`config.mk`:
```
export PLATFORM = sky130hd
export DESIGN_NAME = xoshiro256_starstar_generator
export DESIGN_NICKNAME = d
export VERILOG_FILES = /design/src/design/xss_pkg.sv /design/src/design/xss_front.sv /design/src/design/xss_splitmix.sv /design/src/design/xss_back.sv /design/src/design/xoshiro256_starstar_generator.sv
export SDC_FILE = /design/constraint.sdc
export NUM_CORES = 2
export LEC_CHECK = 0
export BUFFER_PORTS_ARGS = -buffer_cell sky130_fd_sc_hd__buf_2
export CORE_MARGIN = 5
export CORE_UTILIZATION = 40
export DETAILED_ROUTE_END_ITERATION = 16
export GPL_TIMING_DRIVEN = 0
export PLACE_DENSITY = 0.63
export SYNTH_ARGS = -nofsm -noshare
export SYNTH_HDL_FRONTEND = slang
export SYNTH_SLANG_ARGS = --single-unit
```
`constraint.sdc`:
```
create_clock -name clk -period 17.8 [get_ports clk]
set_input_delay 3.56 -clock clk [delete_from_list [all_inputs] [get_ports clk]]
set_output_delay 3.56 -clock clk [all_outputs]
set_load 0.05 [all_outputs]
```
`src/design/xss_pkg.sv`:
```
// Shared types, constants and reset values for the xoshiro256** generator.
`timescale 1ns / 1ps

package xss_pkg;

	localparam int unsigned WORD_W = 64;
	localparam int unsigned HALF_W = WORD_W / 2;
	localparam int unsigned NUM_WORDS = 4;
	localparam int unsigned FRAC_W = 53;
	localparam int unsigned FRAC_LSB = WORD_W - FRAC_W;

	localparam logic [WORD_W-1:0] SM_GOLDEN = 64'h9E37_79B9_7F4A_7C15;
	localparam logic [WORD_W-1:0] SM_MUL1 = 64'hBF58_476D_1CE4_E5B9;
	localparam logic [WORD_W-1:0] SM_MUL2 = 64'h94D0_49BB_1331_11EB;

	typedef logic [NUM_WORDS-1:0][WORD_W-1:0] xss_words_t;

	// One queued request: whether the state is reloaded from the seed first.
	typedef struct packed {
		logic restart;
	} xss_req_t;

	// Handshake between the back end and the seeding unit.
	typedef struct packed {
		logic start;
	} xss_seed_cmd_t;

	typedef struct packed {
		logic done;
	} xss_seed_sts_t;

	typedef enum logic [1:0] {
		BK_RUN,
		BK_SEED,
		BK_FRESH
	} xss_back_state_t;

	typedef enum logic [1:0] {
		SM_IDLE,
		SM_ADD,
		SM_MUL,
		SM_DONE
	} xss_seed_state_t;

	// Elaboration-time splitmix64 output k (from 0) of a zero seed.
	function automatic logic [WORD_W-1:0] reset_word(input int k);
		logic [WORD_W-1:0] acc;
		logic [WORD_W-1:0] z;
		acc = '0;
		for (int i = 0; i <= k; i++) begin
			acc = acc + SM_GOLDEN;
		end
		z = acc ^ (acc >> 30);
		z = z * SM_MUL1;
		z = z ^ (z >> 27);
		z = z * SM_MUL2;
		return z ^ (z >> 31);
	endfunction

	localparam xss_words_t RESET_WORDS = {reset_word(3), reset_word(2), reset_word(1),
		reset_word(0)};

endpackage

```
`src/design/xss_front.sv`:
```
// Request intake: accepts requests into a two-entry queue for the back end.
`timescale 1ns / 1ps

module xss_front import xss_pkg::*; (
	input  logic     clk,
	input  logic     arst_n,
	input  logic     req_valid,
	output logic     req_ready,
	input  logic     restart,
	output logic     head_valid,
	output xss_req_t head,
	input  logic     pop
);

	xss_req_t   entries_q [2];
	logic       wr_ptr_q;
	logic       rd_ptr_q;
	logic [1:0] count_q;
	logic       push;

	assign req_ready = (count_q != 2'd2);
	assign push = req_valid && req_ready;
	assign head_valid = (count_q != 2'd0);
	assign head = entries_q[rd_ptr_q];

	always_ff @(posedge clk) begin
		if (push) begin
			entries_q[wr_ptr_q].restart <= restart;
		end
	end

	always_ff @(posedge clk or negedge arst_n) begin
		if (!arst_n) begin
			wr_ptr_q <= 1'b0;
			rd_ptr_q <= 1'b0;
			count_q <= 2'd0;
		end else begin
			if (push) begin
				wr_ptr_q <= ~wr_ptr_q;
			end
			if (pop) begin
				rd_ptr_q <= ~rd_ptr_q;
			end
			if (push && !pop) begin
				count_q <= count_q + 2'd1;
			end else if (pop && !push) begin
				count_q <= count_q - 2'd1;
			end
		end
	end

endmodule

```
`src/design/xss_splitmix.sv`:
```
// Iterative splitmix64 unit that expands the seed into four state words.
`timescale 1ns / 1ps

module xss_splitmix import xss_pkg::*; (
	input  logic              clk,
	input  logic              arst_n,
	input  xss_seed_cmd_t     cmd,
	input  logic [WORD_W-1:0] seed,
	output xss_seed_sts_t     sts,
	output xss_words_t        words
);

	xss_seed_state_t   state_q;
	xss_seed_state_t   state_d;
	logic [1:0]        word_idx_q;
	logic              round_q;
	logic [1:0]        phase_q;
	logic [WORD_W-1:0] acc_q;
	logic [WORD_W-1:0] z_q;
	logic [WORD_W-1:0] mp_q;
	logic [WORD_W-1:0] prod_q;
	xss_words_t        words_q;
	logic [WORD_W-1:0] acc_next;
	logic [WORD_W-1:0] mul_const;
	logic [HALF_W-1:0] mul_a;
	logic [HALF_W-1:0] mul_b;
	logic [WORD_W-1:0] mul_p;
	logic [WORD_W-1:0] prod_sum;
	logic              last_phase;

	assign acc_next = acc_q + SM_GOLDEN;
	assign mul_const = round_q ? SM_MUL2 : SM_MUL1;
	assign mul_p = mul_a * mul_b;
	assign prod_sum = prod_q + {mp_q[HALF_W-1:0], {HALF_W{1'b0}}};
	assign last_phase = (phase_q == 2'd3);
	assign words = words_q;

	// The low 64 bits of a 64x64 product take three 32x32 partial products.
	always_comb begin
		case (phase_q)
			2'd0: begin
				mul_a = z_q[HALF_W-1:0];
				mul_b = mul_const[HALF_W-1:0];
			end
			2'd1: begin
				mul_a = z_q[HALF_W-1:0];
				mul_b = mul_const[WORD_W-1:HALF_W];
			end
			default: begin
				mul_a = z_q[WORD_W-1:HALF_W];
				mul_b = mul_const[HALF_W-1:0];
			end
		endcase
	end

	always_comb begin
		state_d = state_q;
		case (state_q)
			SM_IDLE: begin
				if (cmd.start) begin
					state_d = SM_ADD;
				end
			end
			SM_ADD: begin
				state_d = SM_MUL;
			end
			SM_MUL: begin
				if (last_phase && round_q) begin
					state_d = (word_idx_q == 2'd3) ? SM_DONE : SM_ADD;
				end
			end
			SM_DONE: begin
				state_d = SM_IDLE;
			end
			default: begin
				state_d = SM_IDLE;
			end
		endcase
	end

	always_comb begin
		case (state_q)
			SM_DONE: sts.done = 1'b1;
			default: sts.done = 1'b0;
		endcase
	end

	always_ff @(posedge clk or negedge arst_n) begin
		if (!arst_n) begin
			state_q <= SM_IDLE;
			word_idx_q <= 2'd0;
			round_q <= 1'b0;
			phase_q <= 2'd0;
		end else begin
			state_q <= state_d;
			case (state_q)
				SM_IDLE: begin
					word_idx_q <= 2'd0;
				end
				SM_ADD: begin
					round_q <= 1'b0;
					phase_q <= 2'd0;
				end
				SM_MUL: begin
					phase_q <= phase_q + 2'd1;
					if (last_phase) begin
						round_q <= ~round_q;
						if (round_q) begin
							word_idx_q <= word_idx_q + 2'd1;
						end
					end
				end
				default: begin
				end
			endcase
		end
	end

	always_ff @(posedge clk) begin
		case (state_q)
			SM_IDLE: begin
				if (cmd.start) begin
					acc_q <= seed;
				end
			end
			SM_ADD: begin
				acc_q <= acc_next;
				z_q <= acc_next ^ (acc_next >> 30);
			end
			SM_MUL: begin
				mp_q <= mul_p;
				if (phase_q == 2'd1) begin
					prod_q <= mp_q;
				end else if (phase_q == 2'd2) begin
					prod_q <= prod_sum;
				end else if (last_phase) begin
					if (round_q) begin
						words_q[word_idx_q] <= prod_sum ^ (prod_sum >> 31);
					end else begin
						z_q <= prod_sum ^ (prod_sum >> 27);
					end
				end
			end
			default: begin
			end
		endcase
	end

endmodule

```
`src/design/xss_back.sv`:
```
// Back end: holds the generator state, runs reseeding and produces draws.
`timescale 1ns / 1ps

module xss_back import xss_pkg::*; (
	input  logic              clk,
	input  logic              arst_n,
	input  logic [WORD_W-1:0] seed,
	input  logic              head_valid,
	input  xss_req_t          head,
	output logic              pop,
	output logic              res_valid,
	input  logic              res_ready,
	output logic [WORD_W-1:0] value,
	output logic [FRAC_W-1:0] unit_fraction
);

	xss_back_state_t   state_q;
	xss_back_state_t   state_d;
	xss_words_t        s_q;
	xss_words_t        s_next;
	xss_words_t        seed_words;
	xss_seed_cmd_t     seed_cmd;
	xss_seed_sts_t     seed_sts;
	logic              res_valid_q;
	logic [WORD_W-1:0] value_q;
	logic              can_out;
	logic              draw;
	logic [WORD_W-1:0] times5;
	logic [WORD_W-1:0] rot7;
	logic [WORD_W-1:0] draw_value;
	logic [WORD_W-1:0] s02;
	logic [WORD_W-1:0] s31;

	xss_splitmix u_splitmix (
		.clk    (clk),
		.arst_n (arst_n),
		.cmd    (seed_cmd),
		.seed   (seed),
		.sts    (seed_sts),
		.words  (seed_words)
	);

	assign can_out = !res_valid_q || res_ready;
	assign res_valid = res_valid_q;
	assign value = value_q;
	assign unit_fraction = value_q[WORD_W-1:FRAC_LSB];

	// Scrambler: multiplications by 5 and 9 reduce to shift-and-add.
	assign times5 = s_q[1] + (s_q[1] << 2);
	assign rot7 = {times5[WORD_W-8:0], times5[WORD_W-1:WORD_W-7]};
	assign draw_value = rot7 + (rot7 << 3);

	assign s02 = s_q[2] ^ s_q[0];
	assign s31 = s_q[3] ^ s_q[1];
	assign s_next[0] = s_q[0] ^ s31;
	assign s_next[1] = s_q[1] ^ s02;
	assign s_next[2] = s02 ^ (s_q[1] << 17);
	assign s_next[3] = {s31[WORD_W-46:0], s31[WORD_W-1:WORD_W-45]};

	always_comb begin
		state_d = state_q;
		case (state_q)
			BK_RUN: begin
				if (head_valid && head.restart) begin
					state_d = BK_SEED;
				end
			end
			BK_SEED: begin
				if (seed_sts.done) begin
					state_d = BK_FRESH;
				end
			end
			BK_FRESH: begin
				if (can_out) begin
					state_d = BK_RUN;
				end
			end
			default: begin
				state_d = BK_RUN;
			end
		endcase
	end

	always_comb begin
		seed_cmd.start = 1'b0;
		draw = 1'b0;
		case (state_q)
			BK_RUN: begin
				if (head_valid) begin
					if (head.restart) begin
						seed_cmd.start = 1'b1;
					end else begin
						draw = can_out;
					end
				end
			end
			BK_FRESH: begin
				draw = can_out;
			end
			default: begin
			end
		endcase
	end

	assign pop = draw;

	always_ff @(posedge clk or negedge arst_n) begin
		if (!arst_n) begin
			state_q <= BK_RUN;
			s_q <= RESET_WORDS;
			res_valid_q <= 1'b0;
		end else begin
			state_q <= state_d;
			if (seed_sts.done) begin
				s_q <= seed_words;
			end else if (draw) begin
				s_q <= s_next;
			end
			if (draw) begin
				res_valid_q <= 1'b1;
			end else if (res_ready) begin
				res_valid_q <= 1'b0;
			end
		end
	end

	always_ff @(posedge clk) begin
		if (draw) begin
			value_q <= draw_value;
		end
	end

endmodule

```
`src/design/xoshiro256_starstar_generator.sv`:
```
// A request without restart is queued, then drawn once the output can take it, and its
// result is registered. Throughput: one draw per cycle while the output is not stalled;
// the scrambler and the state update are shift/xor/add only. A restart request first
// runs the splitmix64 unit, with its single 32x32 multiplier (three partial products
// per multiply, eight multiplies). Reset clears the queue and output valid, sets the
// seed to zero and loads the state words with their zero-seed splitmix64 expansion at once.
`timescale 1ns / 1ps

module xoshiro256_starstar_generator import xss_pkg::*; (
	input  logic              clk,
	input  logic              arst_n,
	input  logic              seed_we,
	input  logic [WORD_W-1:0] seed,
	input  logic              req_valid,
	output logic              req_ready,
	input  logic              restart,
	output logic              res_valid,
	input  logic              res_ready,
	output logic [WORD_W-1:0] value,
	output logic [FRAC_W-1:0] unit_fraction
);

	logic [WORD_W-1:0] seed_q;
	logic              head_valid;
	xss_req_t          head;
	logic              pop;

	always_ff @(posedge clk or negedge arst_n) begin
		if (!arst_n) begin
			seed_q <= '0;
		end else if (seed_we) begin
			seed_q <= seed;
		end
	end

	xss_front u_front (
		.clk        (clk),
		.arst_n     (arst_n),
		.req_valid  (req_valid),
		.req_ready  (req_ready),
		.restart    (restart),
		.head_valid (head_valid),
		.head       (head),
		.pop        (pop)
	);

	xss_back u_back (
		.clk           (clk),
		.arst_n        (arst_n),
		.seed          (seed_q),
		.head_valid    (head_valid),
		.head          (head),
		.pop           (pop),
		.res_valid     (res_valid),
		.res_ready     (res_ready),
		.value         (value),
		.unit_fraction (unit_fraction)
	);

endmodule

```
==> impl_metrics.yaml <==
run_status:
  outcome: "complete, but fails checks"
  violations: "capacitance limit, slew limit"
detailed_routing:
  via_count: 56000
  wl_mm: 282
  drtIter0Drc: 4811
  dr.pass1.iters: 6
  wire_per_inst_um: 27.5
  via_per_inst: 5.46
  final_antenna_net_count: 0
  drc: 0
yosys:
  synth.cell_area_sq_um: 76500
  ys_seq_elements: 912
  synth_cell_types: 102
  synthCells: 7331
  yosysTopAreaCellShare: 0.227
  yosys_warnings: 0
  synth_area_leaders: "edfxtp_1, fa_1, ha_1, dfrtp_1, xnor2_1"
  synth-edff-count: 578
  ys.flop_type: "edfxtp_1"
  avgSynthCellArea_sq_um: 10.4
  synth_area_leader_cell: "edfxtp_1"
  syn-num-nets: 8724
  synth.yosys.seq_area_share: 0.338
  synthArstFlopShare: 0.366
global_route:
  grt_use_met2: 0.477
  grt.busiest_layer: "met2"
  grt_pass1_vias: 58000
  grt_start_max_net_pins: 97
  met1_usage: 0.341
  grt_overflow_total: 0
  use_met3: 0.0395
  grtUsageTotal: 0.279
  grt_first_pass_wirelength_mm: 404
  antenna_found_initial: 2
clock_network:
  cts_tree: "yes"
  clock_path_buffers: 3
  clock_sinks: 912
  clk_latency_ns: 0.70
  h-tree-depth: 3
  post_cts_buffers: 0
  clkTransAtPathRegs_ns: 0.07
  cts_made_buffers: 91
  cts_hold_buf: 0
  cts_resized: 0
  cts_root_buf: "clkbuf_16"
placed_design:
  gp_routability_congestion: 0.986
  place_ws_ns: 5.23
  dp_hpwl_mm: 232
  io_buffers: 187
die:
  core_sq_um: 190000
  ioPinCount: 189
  dieArea_sq_um: 200000
  die_h_um: 447
  fp.dieW_um: 447
  start_util: 0.402
  row_count: 160
setup_path:
  slowest_delay_ns: 1.13
  crit_family: "adder cells"
  end_kind: "flop"
  critPathKind: "reg -> reg"
  critPathMaxFanout: 10
  required_ns: 18.17
  crit_arrival_ns: 13.18
  path_buf_inv: 7
  cpMostUsedCell: "fa_1"
  crit_slowest_cell: "mux2i_1"
  start_kind: "flop"
sta:
  fin_tns_setup_ns: 0
  finalHoldViolCount: 0
  fmax_mhz: 78.1
  slew_violations: 31
  setup_violations: 0
  period_share: 0.720
  rsz0062_at_grt: "no"
  worst_pin_slew_ns: 1.58
  fin_ws_ns: 4.99
  fin_crit_ns: 12.81
  relSlewSlack: -0.0640
  skew_ns: 0.0387
layout:
  final_cell_mix: "inv_1, fa_1, nand2_1"
  syn2layout_area_growth_pct: 10.5
  multi_input_area_sq_um: 45500
  seq_area_sq_um: 25900
  final_common_cell: "inv_1"
  drive_gt1_frac: 0.0986
  fillers: 18100
  final_nets: 9045
flow_run:
  cap_violations: 3
min_path:
  hp-class: "reg -> reg"
-- sequential cells by signal (all words and copies together), names as in the netlist --
signal                        count
u_back.res_valid                  1
u_back.u_splitmix.phase_q         2
seed_q                           64
u_back.u_splitmix.round_q         1
u_back.u_splitmix.z_q            64
u_back.value                     64
u_back.s_q                      256
u_back.state_q                    2
u_back.u_splitmix.prod_q         64
u_back.u_splitmix.words         256
u_back.u_splitmix.mp_q           64
u_front.count_q                   2
u_front.rd_ptr_q                  1
u_front.entries_q                 2
u_front.wr_ptr_q                  1
u_back.u_splitmix.word_idx_q      2
u_back.u_splitmix.acc_q          64
u_back.u_splitmix.state_q         2
-- final timing paths --
check                                                         start                                    to  slack (ns)  cells past startpoint
min in group asynchronous                                    arst_n          u_front.rd_ptr_q$_DFFE_PN0P_        2.83                      1
hold / removal               u_back.u_splitmix.words[137]$_DFFE_PP_           u_back.s_q[137]$_DFFE_PN0P_        0.44                      2
max in group asynchronous                                    arst_n             u_back.s_q[8]$_DFFE_PN1P_       13.13                      4
setup / recovery           u_back.u_splitmix.phase_q[1]$_DFFE_PN0P_  u_back.u_splitmix.mp_q[59]$_DFFE_PP_        4.99                     31
setup reg to reg           u_back.u_splitmix.phase_q[1]$_DFFE_PN0P_  u_back.u_splitmix.mp_q[59]$_DFFE_PP_        4.99                     31
hold reg to reg              u_back.u_splitmix.words[137]$_DFFE_PP_           u_back.s_q[137]$_DFFE_PN0P_        0.44                      2
-- synthesized netlist by cell type, drive strengths merged, types with 43 or more instances --
| cell type | count |
|---|---|
| xnor2 | 559 |
| o21bai | 51 |
| clkbuf | 232 |
| inv | 1054 |
| fa | 792 |
| buf | 76 |
| edfxtp | 578 |
| and2 | 72 |
| o21ai | 471 |
| a21o | 144 |
| nand3 | 67 |
| nor3 | 47 |
| mux2 | 122 |
| ha | 531 |
| a21oi | 365 |
| nor2 | 550 |
| dfrtp | 213 |
| xor2 | 190 |
| nand2 | 611 |
| mux2i | 43 |
| dfstp | 121 |
-- layer usage --
layer,routed length (um),part of all wire
met3,17000,0.060
met2,137000,0.48
met4,19000,0.067
met1,109000,0.39
met5,0,0
-- logic make-up after synthesis --
kind of cell               Yosys count  synth area share
and+or+nand+nor                   1539            0.0874
xor gates and xnor gates           753            0.0869
muxes                              165            0.0236
DFF                                912             0.338
adders and majority gates         1323             0.294
buffers and inverters             1375            0.0710
AOI/OAI and AO/OA                 1264            0.0993
-- metrics by stage --
step	cells	area, sq um	hold WS [ns]	utilization
finish	10200	84600	0.444	0.445
CTS	10200	84500	0.443	0.445
global route	10200	84500	0.458	0.445
detailed placement	10100	81500	0.439	0.429
global placement	10000	80600	0.433	0.424
floorplan	7331	76500	0.429	-
-- worst register-to-register path, delay by kind of cell, from the launching register on --
kind	cells	cell delay, ns
buf+inv	7	2.44
flops	1	0.39
mux	1	1.14
fa+ha+maj	10	4.80
simple gates	5	1.45
compound gates	8	2.27
-- area by class of cell --
cell class                      count  area share
Antenna cell                        8    0.000237
Buffer                            310      0.0170
Clock buffer                      127      0.0308
Clock inverter                     43     0.00496
Inverter                         1065      0.0473
Multi-Input combinational cell   5044       0.538
Sequential cell                   912       0.306
Tap cell                         2511      0.0372
Timing Repair Buffer              228      0.0190
Power is left out: the tool's default activity adds up to more than one toggle a clock period on the data nets, which glitch-free logic cannot reach.
